File: config.mk
export PLATFORM = sky130hd
export DESIGN_NAME = circular_deque
export DESIGN_NICKNAME = d
export VERILOG_FILES = /design/src/hdl/cdq_pkg.sv /design/src/hdl/cdq_store.sv /design/src/hdl/cdq_ctrl.sv /design/src/hdl/circular_deque.sv
export SDC_FILE = /design/constraint.sdc
export NUM_CORES = 1
export LEC_CHECK = 0
export BUFFER_PORTS_ARGS = -buffer_cell sky130_fd_sc_hd__clkbuf_2
export CORE_UTILIZATION = 40
export DETAILED_ROUTE_END_ITERATION = 6
export HOLD_SLACK_MARGIN = 0.15
export PLACE_DENSITY = 0.52
export SETUP_SLACK_MARGIN = 0.4
export SKIP_CTS_REPAIR_TIMING = 1
export SLEW_MARGIN = 20
export SYNTH_ARGS = -nofsm -noshare
export SYNTH_HDL_FRONTEND = slang
export SYNTH_SLANG_ARGS = --single-unit
File: constraint.sdc
create_clock -name clk -period 6.8 [get_ports clk]
set_input_delay 1.36 -clock clk [delete_from_list [all_inputs] [get_ports clk]]
set_output_delay 1.36 -clock clk [all_outputs]
set_load 0.02 [all_outputs]
File: src/hdl/cdq_pkg.sv
// shared types and codes for the circular deque
package cdq_pkg;

    // fixed widths of the data words and codes
    localparam int WORD_W   = 32;
    localparam int OP_W     = 2;
    localparam int STATUS_W = 2;

    // operation codes carried in the input tuser
    typedef enum logic [OP_W-1:0] {
        OP_PUSH_FRONT = 2'd0,
        OP_PUSH_REAR  = 2'd1,
        OP_POP_FRONT  = 2'd2,
        OP_POP_REAR   = 2'd3
    } opcode_t;

    // result codes carried in the output tuser
    typedef enum logic [STATUS_W-1:0] {
        ST_DONE  = 2'd0,
        ST_FULL  = 2'd1,
        ST_EMPTY = 2'd2
    } status_t;

    // memory command from the index control to the slot store
    typedef struct packed {
        logic wr_en;
        logic rd_en;
    } mem_cmd_t;

endpackage

File: src/hdl/cdq_store.sv
// slot store: single-port synchronous memory with registered read data
module cdq_store #(
    parameter int DEPTH = 16,
    parameter int AW    = 4
) (
    input  logic                        clk,
    input  cdq_pkg::mem_cmd_t           cmd,
    input  logic [AW-1:0]               addr,
    input  logic [cdq_pkg::WORD_W-1:0]  wr_data,
    output logic [cdq_pkg::WORD_W-1:0]  rd_data
);

    logic [cdq_pkg::WORD_W-1:0] mem [DEPTH];
    logic [cdq_pkg::WORD_W-1:0] rd_data_reg;

    // write port
    always_ff @(posedge clk)
    begin
        if (cmd.wr_en)
        begin
            mem[addr] <= wr_data;
        end
    end

    // read port, registered, held until the next read
    always_ff @(posedge clk)
    begin
        if (cmd.rd_en)
        begin
            rd_data_reg <= mem[addr];
        end
    end

    assign rd_data = rd_data_reg;

endmodule

File: src/hdl/cdq_ctrl.sv
// index control: front, rear and empty flag, memory commands and result register
module cdq_ctrl #(
    parameter int DEPTH = 16,
    parameter int AW    = 4
) (
    input  logic                          clk,
    input  logic                          rst_n,
    input  logic                          s_axis_tvalid,
    output logic                          s_axis_tready,
    input  logic [cdq_pkg::OP_W-1:0]      s_axis_tuser,
    output logic                          m_axis_tvalid,
    input  logic                          m_axis_tready,
    output logic [cdq_pkg::WORD_W-1:0]    m_axis_tdata,
    output logic [cdq_pkg::STATUS_W-1:0]  m_axis_tuser,
    output cdq_pkg::mem_cmd_t             cmd,
    output logic [AW-1:0]                 addr,
    input  logic [cdq_pkg::WORD_W-1:0]    rd_data
);

    localparam logic [AW-1:0] LAST_IDX = AW'(DEPTH - 1);

    logic [AW-1:0]    front_reg, front_next;
    logic [AW-1:0]    rear_reg, rear_next;
    logic             empty_reg, empty_next;
    logic             out_valid_reg, out_valid_next;
    cdq_pkg::status_t status_reg, status_next;
    logic             from_mem_reg, from_mem_next;

    logic             accept;
    cdq_pkg::opcode_t op;
    logic [AW-1:0]    front_inc, front_dec, rear_inc, rear_dec;
    logic             full;

    assign op     = cdq_pkg::opcode_t'(s_axis_tuser);
    assign accept = s_axis_tvalid && s_axis_tready;

    // a new transfer is taken whenever the result register frees up
    assign s_axis_tready = !out_valid_reg || m_axis_tready;

    // wrapping neighbours of the indices
    assign front_inc = (front_reg == LAST_IDX) ? '0 : front_reg + 1'b1;
    assign front_dec = (front_reg == '0) ? LAST_IDX : front_reg - 1'b1;
    assign rear_inc  = (rear_reg == LAST_IDX) ? '0 : rear_reg + 1'b1;
    assign rear_dec  = (rear_reg == '0) ? LAST_IDX : rear_reg - 1'b1;
    assign full      = !empty_reg && (rear_inc == front_reg);

    // index update, memory access and result code
    always_comb
    begin
        front_next    = front_reg;
        rear_next     = rear_reg;
        empty_next    = empty_reg;
        status_next   = status_reg;
        from_mem_next = from_mem_reg;
        cmd           = '0;
        addr          = '0;
        if (accept)
        begin
            status_next   = cdq_pkg::ST_DONE;
            from_mem_next = 1'b0;
            case (op)
                cdq_pkg::OP_PUSH_FRONT,
                cdq_pkg::OP_PUSH_REAR:
                begin
                    if (full)
                    begin
                        status_next = cdq_pkg::ST_FULL;
                    end
                    else if (empty_reg)
                    begin
                        front_next = '0;
                        rear_next  = '0;
                        empty_next = 1'b0;
                        cmd.wr_en  = 1'b1;
                        addr       = '0;
                    end
                    else if (op == cdq_pkg::OP_PUSH_FRONT)
                    begin
                        front_next = front_dec;
                        cmd.wr_en  = 1'b1;
                        addr       = front_dec;
                    end
                    else
                    begin
                        rear_next = rear_inc;
                        cmd.wr_en = 1'b1;
                        addr      = rear_inc;
                    end
                end
                default:
                begin
                    if (empty_reg)
                    begin
                        status_next = cdq_pkg::ST_EMPTY;
                    end
                    else
                    begin
                        cmd.rd_en     = 1'b1;
                        from_mem_next = 1'b1;
                        addr = (op == cdq_pkg::OP_POP_FRONT) ? front_reg : rear_reg;
                        if (front_reg == rear_reg)
                        begin
                            empty_next = 1'b1;
                            front_next = '0;
                            rear_next  = '0;
                        end
                        else if (op == cdq_pkg::OP_POP_FRONT)
                        begin
                            front_next = front_inc;
                        end
                        else
                        begin
                            rear_next = rear_dec;
                        end
                    end
                end
            endcase
        end
    end

    // result register valid flag
    always_comb
    begin
        out_valid_next = out_valid_reg;
        if (accept)
        begin
            out_valid_next = 1'b1;
        end
        else if (m_axis_tready)
        begin
            out_valid_next = 1'b0;
        end
    end

    // control state
    always_ff @(posedge clk or negedge rst_n)
    begin
        if (!rst_n)
        begin
            front_reg     <= '0;
            rear_reg      <= '0;
            empty_reg     <= 1'b1;
            out_valid_reg <= 1'b0;
        end
        else
        begin
            front_reg     <= front_next;
            rear_reg      <= rear_next;
            empty_reg     <= empty_next;
            out_valid_reg <= out_valid_next;
        end
    end

    // result payload
    always_ff @(posedge clk)
    begin
        status_reg   <= status_next;
        from_mem_reg <= from_mem_next;
    end

    // popped word comes straight from the memory read register
    assign m_axis_tvalid = out_valid_reg;
    assign m_axis_tdata  = from_mem_reg ? rd_data : '0;
    assign m_axis_tuser  = status_reg;

`ifndef SYNTHESIS
    // an empty deque keeps both indices at slot zero
    assert property (@(posedge clk) disable iff (!rst_n)
        empty_reg |-> (front_reg == '0) && (rear_reg == '0))
        else $error("empty deque with non-zero index");

    // a pending result is never overwritten
    assert property (@(posedge clk) disable iff (!rst_n)
        (out_valid_reg && !m_axis_tready) |-> !s_axis_tready)
        else $error("transfer accepted over a stalled result");

    // a pop on an empty deque reports empty and returns zero
    assert property (@(posedge clk) disable iff (!rst_n)
        (accept && empty_reg && (op == cdq_pkg::OP_POP_FRONT || op == cdq_pkg::OP_POP_REAR))
        |=> (status_reg == cdq_pkg::ST_EMPTY) && (m_axis_tdata == '0))
        else $error("pop on empty not flagged");

    // a push into an empty deque leaves it non-empty
    assert property (@(posedge clk) disable iff (!rst_n)
        (accept && empty_reg && (op == cdq_pkg::OP_PUSH_FRONT || op == cdq_pkg::OP_PUSH_REAR))
        |=> !empty_reg && (status_reg == cdq_pkg::ST_DONE))
        else $error("push into empty deque lost");
`endif

endmodule

File: src/hdl/circular_deque.sv
// top level of the circular double-ended queue
//
//  port group  dir  tdata                 tuser
//  s_axis      in   push_value [31:0]     opcode [1:0]
//  m_axis      out  pop_value  [31:0]     status [1:0]
//
// one transfer per cycle while no result is stalled: each operation updates the
// indices in the cycle it is taken and issues at most one access to the slot store,
// whose read data arrives in the next cycle as the result. reset clears the indices
// and marks the deque empty; slot contents are left as they are. a stalled result
// holds s_axis_tready low, since the result lives in the store's read register.
module circular_deque #(
    parameter int DEPTH = 16
) (
    input  logic                          clk,
    input  logic                          rst_n,
    input  logic                          s_axis_tvalid,
    output logic                          s_axis_tready,
    input  logic [cdq_pkg::WORD_W-1:0]    s_axis_tdata,   // push_value
    input  logic [cdq_pkg::OP_W-1:0]      s_axis_tuser,   // opcode
    output logic                          m_axis_tvalid,
    input  logic                          m_axis_tready,
    output logic [cdq_pkg::WORD_W-1:0]    m_axis_tdata,   // pop_value
    output logic [cdq_pkg::STATUS_W-1:0]  m_axis_tuser    // status
);

    localparam int AW = (DEPTH > 1) ? $clog2(DEPTH) : 1;

    cdq_pkg::mem_cmd_t          cmd;
    logic [AW-1:0]              addr;
    logic [cdq_pkg::WORD_W-1:0] rd_data;

    // index control and result register
    cdq_ctrl #(
        .DEPTH (DEPTH),
        .AW    (AW)
    ) u_ctrl (
        .clk           (clk),
        .rst_n         (rst_n),
        .s_axis_tvalid (s_axis_tvalid),
        .s_axis_tready (s_axis_tready),
        .s_axis_tuser  (s_axis_tuser),
        .m_axis_tvalid (m_axis_tvalid),
        .m_axis_tready (m_axis_tready),
        .m_axis_tdata  (m_axis_tdata),
        .m_axis_tuser  (m_axis_tuser),
        .cmd           (cmd),
        .addr          (addr),
        .rd_data       (rd_data)
    );

    // slot memory
    cdq_store #(
        .DEPTH (DEPTH),
        .AW    (AW)
    ) u_store (
        .clk     (clk),
        .cmd     (cmd),
        .addr    (addr),
        .wr_data (s_axis_tdata),
        .rd_data (rd_data)
    );

endmodule
* Yosys cells after proc, flatten, opt, wreduce, memory -nomap -nowiden *
Memories as Yosys holds them, arrays and structs flattened. A register that Yosys moved wholly into a read port is not among the register bits.
Cells that the tools add are included.

storage, ports and cells
  memory bits (writable) = 512
  memories = 1
  output and inout port bits = 36
  flip-flop bits (word level) = 13

memory list
  name         words  width  rd ports  clocked after Yosys merged registers in  write ports  RTL line         text
  u_store.mem  16     32     1         1                                        1            cdq_store.sv:13  logic [cdq_pkg::WORD_W-1:0] mem [DEPTH];

cells by class
  equal/unequal tests = 11
  multiplexer cells = 42
  reduce and logical (&&, ||, !) cells = 14
  add/sub/neg operators = 4

operator list
  kind                                              number
  2-to-1 mux 4 bit                                  25
  2-to-1 mux 32 bit                                 1
  2-to-1 mux 1 bit                                  13
  AND reduction 5 bit                               2
  adder 4 x 1 -> 4 bit, second input constant       2
  == test 4 bit                                     2
  == test 4 bit, second input constant              2
  zero test 4 bit                                   2
  subtractor 4 x 1 -> 4 bit, second input constant  2
  2-to-1 mux 2 bit                                  3
  != test 2 bit, second input constant              2
  != test 3 x 1 -> 1 bit, second input constant     1
  != test 3 x 2 -> 1 bit, second input constant     1
  != test 3 bit, second input constant              1
  nonzero test 3 bit                                1
  == test 2 x 1 -> 1 bit, second input constant     1
  == test 2 bit, second input constant              1
  logical AND 1 bit                                 2
  zero test 1 bit                                   2
  zero test 2 bit                                   1
  AND reduction 2 bit                               1
  nonzero test 2 bit                                1
  OR reduction 2 bit                                1
  logical OR 1 bit                                  1

* Depth between registers and ports, before layout *
Gate-level depths: netlist of run 1.

  depth after elaboration = 9
  gate-level depth with buffers = 14

* Cells and area by module *
A second synthesis of run 1 with hierarchy kept.

unflattened totals
  cells, all modules = 1019
  area, all modules = 21675.8 um2

modules (own cells, without submodules)
  module     sequential area each (um2)  times used  area each (um2)  cells each
  cdq_store  16335.7                     1           20183.1          840
  cdq_ctrl   341.6                       1           1492.7           179

* Least setup slack after synthesis of run 1 *
OpenSTA, ideal clock, no wires.

  path type = input to register
  start = input m_axis_tready
  end = memory u_store.mem[11][0] in the netlist's numbering, enable pin
  setup time = 0.461 ns
  data arrival time = 5.584 ns
  stages = 8
  buffers on the path = 1
  path slack = 0.755 ns
  cell sequence = nand2b_1 nand3_1 inv_1 o221ai_1 o31ai_1 nand2_1 clkbuf_1 nor3_1

between the ends
  word-level cells in the longest chain between the ends = 5

ends and longest elaborated chain
  item                                    RTL line              text
  from (decl)                             circular_deque.sv:22  input logic m_axis_tready,
  logical OR 1 bit (*)                    cdq_ctrl.sv:38        assign s_axis_tready = !out_valid_reg || m_axis_tready;
  logical AND 1 bit (*)                   cdq_ctrl.sv:35        assign accept = s_axis_tvalid && s_axis_tready;
  2-to-1 mux 2 bit                        cdq_ctrl.sv:57        if (accept)
  2-to-1 mux 1 bit                        cdq_store.sv:19       if (cmd.wr_en)
  2-to-1 mux 1 bit (not written as such)  cdq_store.sv:21       mem[addr] <= wr_data;
  to (decl)                               cdq_store.sv:13

Every way passes the cells marked *; elsewhere a longest branch is shown, timed or not.

* Final worst setup path of run 1 *
  start = register u_ctrl.rear_reg[0]
  end = memory u_store.mem[0][15] in the netlist's numbering, enable pin

between the ends
  word-level cells in the longest chain between the ends = 9

ends and longest elaborated chain
  item                                                          RTL line         text
  from (decl)                                                   cdq_ctrl.sv:23   logic [AW-1:0] rear_reg, rear_next;
  from (signal assigned)                                        cdq_ctrl.sv:148  rear_reg <= rear_next;
  adder 4 x 1 -> 4 bit / == test 4 bit (equally long branches)  cdq_ctrl.sv:43   assign rear_inc = (rear_reg == LAST_IDX) ? '0 : rear_reg + 1'b1;
  2-to-1 mux 4 bit                                              cdq_ctrl.sv:43
  == test 4 bit                                                 cdq_ctrl.sv:45   assign full = !empty_reg && (rear_inc == front_reg);
  logical AND 1 bit                                             cdq_ctrl.sv:45
  2-to-1 mux 1 bit                                              cdq_ctrl.sv:65   if (full)
  2-to-1 mux 1 bit                                              cdq_ctrl.sv:61   case (op)
  2-to-1 mux 2 bit                                              cdq_ctrl.sv:57
  2-to-1 mux 1 bit                                              cdq_store.sv:19
  2-to-1 mux 1 bit (not written as such)                        cdq_store.sv:21

Several ways; a longest one is shown, not always the timed one.

==> results of run 1 <==
[layout make-up]
class                           instances  area, um2  area share (%)
Sequential cell                       557      16680           65.87
Multi-Input combinational cell       1033       5166           20.41
Clock buffer                           72       1525           6.024
Tap cell                              748      935.9           3.697
Timing Repair Buffer                  112      723.2           2.857
Clock inverter                         33      259.0           1.023
Inverter                                8      30.03          0.1186
[per-stage QoR]
| step | area [um2] | hold slack (ns) | cells | total power, mW | utilization (%) |
|---|---|---|---|---|---|
| finish | 25320 | 0.5676 | 2563 | 9.159 | 45.95 |
| global route | 25320 | 0.5889 | 2563 | 9.580 | 45.95 |
| CTS | 25290 | 0.5679 | 2562 | 9.242 | 45.90 |
| detailed placement | 23510 | 0.5593 | 2457 | 6.220 | 42.66 |
| global placement | 23480 | 0.5585 | 2456 | 6.202 | 42.61 |
| floorplan | 22280 | 0.5240 | 1707 | 5.572 | - |
[logic make-up after synthesis]
group | count (synthesis) | share of synthesized area, %
XOR/XNOR | 8 | 0.3145
flip-flops | 557 | 74.86
AND/OR/NAND/NOR | 781 | 14.83
adder cells (fa/ha/maj) | 4 | 0.2247
AO/OA/AOI/OAI | 240 | 7.228
buffers and inverters | 117 | 2.544
[metal layers]
metal / global-route usage, % / part of all wire, % / vias to the layer above
li1: - / - / 6386
met1: 28.78 / 46 / 6945
met2: 32.43 / 47 / 357
met3: 2.684 / 4.8 / 73
met4: 5.420 / 1.9 / 0
met5: 0 / 0 / -
[power breakdown]
part | switching (mW) | internal [mW] | leakage, nW | total, mW
sequential | 0.0964 | 4.00 | 5.06 | 4.10
clock | 1.29 | 1.73 | 0.862 | 3.02
combinational | 1.43 | 0.612 | 2.95 | 2.04
total | 2.82 | 6.34 | 8.87 | 9.16
[worst min path at each step]
stage                        to              from  slack (ns)  cells after the start
6_report       u_ctrl.empty_reg  u_ctrl.empty_reg        0.57                      1
5_1_grt        u_ctrl.empty_reg  u_ctrl.empty_reg        0.59                      1
4_1_cts        u_ctrl.empty_reg  u_ctrl.empty_reg        0.57                      1
3_5_place_dp   u_ctrl.empty_reg  u_ctrl.empty_reg        0.56                      1
3_3_place_gp   u_ctrl.empty_reg  u_ctrl.empty_reg        0.56                      1
2_1_floorplan  u_ctrl.empty_reg  u_ctrl.empty_reg        0.52                      1
[cells in the mapped netlist, types with 2 or more instances]
| cell | number |
|---|---|
| buf_2 | 48 |
| ha_1 | 4 |
| dfrtp_1 | 9 |
| nand3_1 | 99 |
| nand2_1 | 560 |
| nor2b_1 | 3 |
| inv_1 | 8 |
| o311ai_1 | 32 |
| and2_1 | 36 |
| or3_1 | 3 |
| a21oi_1 | 41 |
| xnor2_1 | 6 |
| o21ai_1 | 2 |
| edfxtp_1 | 547 |
| nor2_1 | 25 |
| o21ai_0 | 10 |
| clkbuf_1 | 46 |
| xor2_1 | 2 |
| o31ai_1 | 5 |
| o221ai_1 | 3 |
| nor3_1 | 10 |
| a31oi_1 | 100 |
| buf_4 | 4 |
| and3_1 | 33 |
| o31a_1 | 2 |
| buf_6 | 7 |
| a22oi_1 | 33 |
| nand2b_1 | 4 |
| buf_1 | 4 |
[worst max-delay path, cell delays in order, from the launching register on]
cell,delay [ns]
dfrtp_1,0.48
ha_1,0.34
inv_1,0.08
a311oi_2,0.37
xnor2_1,0.17
nor3_4,0.47
or4_1,0.26
and2_4,0.50
nand2_1,0.36
nor2_4,0.86
buf_4,0.40
[cells in the final DEF (no fill, tap or decap), types with 3 or more instances in the layout]
master,instances
nor3_2,8
xnor2_1,6
o31ai_1,5
a31oi_1,100
clkbuf_2,73
nand2_2,4
and3_1,33
clkinv_1,17
nand3_1,99
a22oi_1,33
bufinv_16,4
buf_4,35
nor2b_1,3
nor2_4,8
inv_1,7
dfrtp_1,9
o221ai_1,3
nor2_1,17
ha_1,4
and2_1,35
nand2b_1,4
a21oi_1,41
clkinvlp_4,3
o21ai_0,10
nand2_1,556
o311ai_1,32
or3_1,3
clkbuf_1,13
clkinv_2,7
clkbuf_16,59
edfxtp_1,547
==> flow_summary.yaml, run 1 <==
run_status:
  outcome: "finished, final reports clean"
synthesis:
  synthTopCellsByArea: "edfxtp_1, nand2_1, a31oi_1"
  syn_area_um2: 22280
  synth_top_area_share_pct: 73.73
  synth_seq_area_share_pct: 74.86
  synth_seq_cells: 557
  ys.flop_type: "edfxtp_1"
  syn-num-nets: 1749
  yosys.area.top_type: "edfxtp_1"
  ys_types: 50
  syn_inst: 1707
  synth_edf_count: 547
  avgSynthCellArea_um2: 13.05
  synthArstFlopShare_pct: 1.795
  synthesis.yosys.warnings: 0
final_layout:
  final_nets: 1812
  antenna_cells: 0
  drive_gt1_share_pct: 12.01
  largest_register_ffs: 512
  fillers: 4961
  area_delta_synth_final_pct: 13.64
detailed_routing:
  drc: 0
  ant_nets: 0
  num_vias: 13761
  vias_per_cell: 5.369
  drt_wl_total_um: 56500
  drtPass1Iterations: 5
  wire_per_inst_um: 22.05
  dr.first_iter.drc_count: 1201
sta:
  setup_viol: 0
  fin_crit_ns: 4.644
  finalCritPeriodShare_pct: 68.29
  fmax_mhz: 215.4
  slew_violations: 0
  worstMarginPinSlew_ns: 1.060
  worst_slack_ns: 2.156
  finClkSkew_ns: 0.01310
  hold_violations: 0
  rsz0062_at_grt: "no"
  tns_ns: 0
  slew_headroom_pct: 29.15
floorplan:
  dieHeight_um: 238
  initial_core_util_pct: 40.44
  die_w_um: 238
  core_um2: 55090
  io_pins: 74
  dieArea_um2: 56640
  rows: 86
worst_setup_path:
  crit_arrival_ns: 4.93
  endpoint: "u_store.mem[0][15]"
  r2r-end: "u_store.mem[0][15]"
  required_ns: 7.09
  end_kind: "flip-flop"
  r2r-start: "u_ctrl.rear_reg[0]"
  path_class: "reg2reg"
  cp-start-kind: "flip-flop"
  r2r_cells: 10
  startpoint: "u_ctrl.rear_reg[0]"
  r2r_slack_ns: 2.16
  path_max_fanout: 41
grt:
  grt_antenna_before_repair: 1
  grt.overflow.total: 0
  grt_pass1_wl_um: 85580
  grt_pass1_vias: 13636
  grt.total_usage_pct: 20.14
  grt_max_degree: 137
cts:
  cts_max_level: 2
  worst_setup_hold_path_clk_slew_ns: 0.06
  insertion_delay_ns: 0.61
  clkSinkCount: 557
  numCtsBuffers: 58
  cts_max_path_buffers: 3
  cts-root-buf: "clkbuf_16"
  cts_tree: "yes"
placed_design:
  dpl_worst_slack_ns: 1.844
  dp_hpwl_um: 30640
  port_buffers: 73
  gp_congestion: 0.7768
run:
  cap_violations: 0
power:
  ir_worst_vdd_uv: 241.1
  leakagePower_nw: 8.866
  powerDensity_nw_per_um2: 361.8
min_path:
  worst_hold_path_type: "reg2reg"
Power figures use the tool's default switching activity.
==> inputs of run 2 (changes only) <==
==> constraint.sdc (replaced) <==
create_clock -name clk -period 4.8 [get_ports clk]
set_input_delay 0.96 -clock clk [delete_from_list [all_inputs] [get_ports clk]]
set_output_delay 0.96 -clock clk [all_outputs]
set_load 0.02 [all_outputs]
==> run 2 against run 1 <==
  * Critical path depth did not move
  * Worst setup slack got worse by 1.3 ns
  * Clock skew rose by 0.0072 ns
  * Register-to-register slack got worse by 1.3 ns
  * Clock power rose by 42%
  * Global-route usage rose by 0.88 points
  * Via count rose by 1.0%
  * Non-clock buffer count rose by 14
  * Final cell count rose by 0.74%
  * Wire length rose by 4.7%
  * Critical path type unchanged
  * Largest cell class unchanged
  * Highest routed layer unchanged
==> flow_summary.yaml, run 2 (synthesized netlist as in run 1, its figures left out) <==
run_status:
  outcome: "finished, final reports clean"
sta:
  rsz0062_at_grt: "no"
  setup_viol: 0
  fin_crit_ns: 3.973
  slew_violations: 0
  slew_headroom_pct: 31.85
  finalCritPeriodShare_pct: 82.77
  worst_slack_ns: 0.8269
  worstMarginPinSlew_ns: 1.022
  tns_ns: 0
  fmax_mhz: 251.7
  hold_violations: 0
  finClkSkew_ns: 0.02034
  fin_hold_ws_ns: 0.2036
power:
  powerDensity_nw_per_um2: 512.9
  leakagePower_nw: 9.007
  power_mw: 13.09
  ir_worst_vdd_uv: 322.6
grt:
  grt.total_usage_pct: 21.02
  grt_pass1_wl_um: 88370
  grt_antenna_before_repair: 0
  grt_pass1_vias: 13349
  grt.overflow.total: 0
  grt_max_degree: 133
final_layout:
  final_cell_mix: "nand2_1, edfxtp_1, a31oi_1"
  largest_register_ffs: 512
  final_nets: 1826
  area_delta_synth_final_pct: 14.55
  fillers: 5002
  layout_commonest_cell: "nand2_1"
  drive_gt1_share_pct: 12.88
placed_design:
  port_buffers: 73
  dp_hpwl_um: 31300
  dpl_worst_slack_ns: 0.6434
  gp_congestion: 0.8434
cts:
  cts-root-buf: "clkbuf_16"
  clkSinkCount: 557
  insertion_delay_ns: 0.63
  cts_max_level: 2
  cts_tree: "yes"
  cts_max_path_buffers: 3
  worst_setup_hold_path_clk_slew_ns: 0.06
  numCtsBuffers: 58
worst_setup_path:
  required_ns: 5.12
  cp_num_buf_inv: 2
  r2r-start: "u_ctrl.rear_reg[1]"
  path_max_fanout: 21
  crit_family: "simple AND/OR/NAND/NOR gates"
  crit_chain: "ha_1, inv_1, a311oi_2, xnor2_1, nor3_4, or4_1, nand2_4, nand2_1, nor2_4, buf_4"
  path_class: "reg2reg"
  crit_arrival_ns: 4.30
  cp-start-kind: "flip-flop"
  startpoint: "u_ctrl.rear_reg[1]"
  end_kind: "flip-flop"
  r2r_slack_ns: 0.83
  cpPeakStageDelay_ns: 0.83
  cpMaxStageDelayCell: "nor2_4"
floorplan:
  dieArea_um2: 56640
  die_w_um: 238
  initial_core_util_pct: 40.44
  core_um2: 55090
  io_pins: 74
  dieHeight_um: 238
  rows: 86
detailed_routing:
  ant_nets: 0
  dr.first_iter.drc_count: 1339
  wire_per_inst_um: 22.91
  vias_per_cell: 5.384
  num_vias: 13901
  drc: 0
  drtPass1Iterations: 7
  drt_wl_total_um: 59160
min_path:
  worst_hold_path_type: "in2async"
run:
  cap_violations: 0
run 2: changes by cell type in the layout (fill, tap and decap cells not counted), moves of 4 or more:
cell,delta
buf_4,+10
buf_12,+6
nor3_2,-8
clkinv_2,+5
clkinv_1,-4
clkbuf_1,+4
nor3_4,+8
run 2: area by class of cell:
type / count / area (um2) / share of cell area [%]
Clock buffer: 75 / 1515 / 5.937
Multi-Input combinational cell: 1033 / 5216 / 20.44
Timing Repair Buffer: 126 / 863.3 / 3.383
Tap cell: 748 / 935.9 / 3.667
Sequential cell: 557 / 16680 / 65.35
Clock inverter: 34 / 279.0 / 1.093
Antenna cell: 1 / 2.502 / 0.009806
Inverter: 8 / 30.03 / 0.1177
run 2: final timing paths:
path,to,depth (start not counted)
setup reg to reg,u_store.mem[6][2],10
setup / recovery,u_store.mem[6][2],10
hold reg to reg,u_ctrl.empty_reg,1
max in group asynchronous,u_ctrl.empty_reg,1
hold / removal,u_ctrl.m_axis_tvalid,1
min in group clk,u_ctrl.empty_reg,1
run 2: layer usage:
| layer | up-vias | track usage [%] | share of wire [%] |
|---|---|---|---|
| met5 | - | 0 | 0 |
| met4 | 0 | 5.264 | 1.7 |
| met3 | 66 | 2.707 | 4.4 |
| met2 | 343 | 33.68 | 48 |
| met1 | 7083 | 30.43 | 46 |
| li1 | 6409 | - | - |
run 2: stage by stage:
stage / cells / utilization [%] / area, um2
floorplan: 1707 / - / 22350
global placement: 2472 / 43.06 / 23720
detailed placement: 2472 / 43.06 / 23720
CTS: 2581 / 46.32 / 25520
global route: 2581 / 46.32 / 25520
finish: 2582 / 46.32 / 25520
run 2: power breakdown:
group | internal [mW] | switching, mW | total [mW]
combinational | 0.933 | 2.07 | 3.00
clock | 2.40 | 1.88 | 4.28
sequential | 5.67 | 0.139 | 5.81
total | 9.00 | 4.09 | 13.1
==> inputs of run 3 (changes only) <==
==> constraint.sdc (replaced) <==
create_clock -name clk -period 4.05 [get_ports clk]
set_input_delay 0.81 -clock clk [delete_from_list [all_inputs] [get_ports clk]]
set_output_delay 0.81 -clock clk [all_outputs]
set_load 0.02 [all_outputs]
==> run 3 against run 2 <==
  * Maximum frequency grew 13%
  * Critical path depth grew 1
  * Final area grew 1.9%
  * Non-clock buffer count grew 15
  * Sequential share of layout area shrank 1.2 points
  * Global-route usage shrank 0.39 points
  * Register-to-register slack lost 0.28 ns
  * Critical path type unchanged
==> flow_summary.yaml, run 3 (synthesized netlist as in run 1, its figures left out) <==
worst_setup_path:
  cpMaxStageDelayCell: "o21a_4"
  cp-start-kind: "flip-flop"
  cpPeakStageDelay_ns: 0.49
  endpoint: "u_store.rd_data[4]"
  required_ns: 4.42
  startpoint: "u_ctrl.rear_reg[1]"
  r2r_cells: 11
  crit_chain: "inv_1, ha_1, xor2_1, nor2_1, o21ai_1, nor3_4, o21a_4, buf_12, nand2_1, and3_1, o311ai_1"
  path_class: "reg2reg"
  end_kind: "flip-flop"
  r2r-end: "u_store.rd_data[4]"
  r2r-start: "u_ctrl.rear_reg[1]"
  r2r_slack_ns: 0.54
  path_max_fanout: 74
  crit_arrival_ns: 3.88
detailed_routing:
  drt_wl_total_um: 59720
  vias_per_cell: 5.363
  num_vias: 13916
  ant_nets: 0
  wire_per_inst_um: 23.01
  drc: 0
  dr.first_iter.drc_count: 1400
  drtPass1Iterations: 5
floorplan:
  dieArea_um2: 56640
  initial_core_util_pct: 40.44
  core_um2: 55090
  rows: 86
  die_w_um: 238
  io_pins: 74
  dieHeight_um: 238
power:
  leakagePower_nw: 9.181
  p_sw_share_pct: 30.72
  p_comb_share_pct: 23.7
  power_mw: 15.83
  powerDensity_nw_per_um2: 608.9
  p_int_mw: 10.97
  ir_worst_vdd_uv: 357.9
  p_seq_share_pct: 43.5
  clkPwrFrac_pct: 32.8
  switchingPower_mw: 4.862
placed_design:
  dp_hpwl_um: 30780
  dpl_worst_slack_ns: 0.1696
  gp_congestion: 0.7977
  dpl-instance-area_um2: 23990
  port_buffers: 73
final_layout:
  layout_commonest_cell: "nand2_1"
  multi_input_area_um2: 5275
  fillers: 5010
  ff_latch_area_um2: 16680
  post-route-util_pct: 47.18
  area_delta_synth_final_pct: 16.67
  final_cell_mix: "nand2_1, edfxtp_1, a31oi_1"
  finalInstanceArea_um2: 25990
  largest_register_ffs: 512
  drive_gt1_share_pct: 14.09
  final_nets: 1842
cts:
  clkSinkCount: 557
  cts-root-buf: "clkbuf_16"
  insertion_delay_ns: 0.62
  cts_max_level: 2
  numCtsBuffers: 58
  cts_max_path_buffers: 3
  cts_tree: "yes"
  worst_setup_hold_path_clk_slew_ns: 0.06
sta:
  worst_slack_ns: 0.5447
  fmax_mhz: 285.3
  tns_ns: 0
  fin_crit_ns: 3.505
  slew_violations: 0
  finClkSkew_ns: 0.02781
  rsz0062_at_grt: "yes"
  setup_viol: 0
  slew_headroom_pct: 33.35
  worstMarginPinSlew_ns: 0.9987
  hold_violations: 0
  finalCritPeriodShare_pct: 86.55
grt:
  grt_max_degree: 133
  grt_pass1_wl_um: 87040
  grt_pass1_vias: 13622
  grt.total_usage_pct: 20.63
  grt_antenna_before_repair: 3
  grt.overflow.total: 0
run_status:
  outcome: "finished, final reports clean"
min_path:
  worst_hold_path_type: "in2reg"
run:
  cap_violations: 0
## run 3: changes by cell type in the layout (fill, tap and decap cells not counted), moves of 3 or more
cell | previous run | this run
buf_12 | 8 | 18
buf_4 | 45 | 40
clkbuf_1 | 17 | 13
clkbuf_16 | 58 | 62
buf_16 | 0 | 3
bufinv_16 | 3 | 6
## run 3: layer usage
layer  share of wire (%)  GRT usage, %
met1                  45         29.24
met2                  48         33.09
met3                 4.8         2.395
met4                 2.4         6.993
met5                   0             0
## run 3: power groups by stage
stage | combinational [mW] | sequential (mW) | clock, mW
after detailed placement | 3.63 | 7.01 | 0
after floorplan | 2.53 | 6.92 | 0
after global routing | 4.12 | 6.91 | 5.51
after CTS | 3.64 | 6.89 | 5.31
final | 3.74 | 6.89 | 5.19
after global placement | 3.60 | 7.00 | 0
## run 3: layout make-up
| type | instances | area share [%] |
|---|---|---|
| Clock buffer | 72 | 5.868 |
| Tap cell | 748 | 3.601 |
| Antenna cell | 2 | 0.01925 |
| Inverter | 8 | 0.1300 |
| Multi-Input combinational cell | 1034 | 20.29 |
| Sequential cell | 557 | 64.17 |
| Clock inverter | 33 | 1.179 |
| Timing Repair Buffer | 141 | 4.737 |
## run 3: stage by stage
| step | hold WS, ns | std cells |
|---|---|---|
| 5_1_grt | 0.4322 | 2595 |
| 6_report | 0.4316 | 2595 |
| 2_1_floorplan | 0.5144 | 1707 |
| 3_5_place_dp | 0.5551 | 2479 |
| 4_1_cts | 0.02710 | 2584 |
| 3_3_place_gp | 0.5399 | 2479 |
## run 3: worst min-delay path by stage
stage / endpoint / startpoint / depth (start not counted)
2_1_floorplan: u_ctrl.front_reg[0] / rst_n / 0
3_3_place_gp: u_ctrl.m_axis_tvalid / u_ctrl.m_axis_tvalid / 2
3_5_place_dp: u_ctrl.empty_reg / u_ctrl.empty_reg / 1
4_1_cts: u_ctrl.m_axis_tvalid / rst_n / 1
5_1_grt: u_ctrl.m_axis_tvalid / s_axis_tvalid / 2
6_report: u_ctrl.m_axis_tvalid / s_axis_tvalid / 2
## run 3: worst max-delay path, delay by kind of cell, from the launching register on
| family | cells | cell delay [ns] |
|---|---|---|
| buffers and inverters | 2 | 0.50 |
| AOI/OAI and AO/OA | 3 | 1.00 |
| and+or+nand+nor | 4 | 0.79 |
| DFF | 1 | 0.44 |
| xor gates and xnor gates | 1 | 0.17 |
| adders and majority gates | 1 | 0.33 |
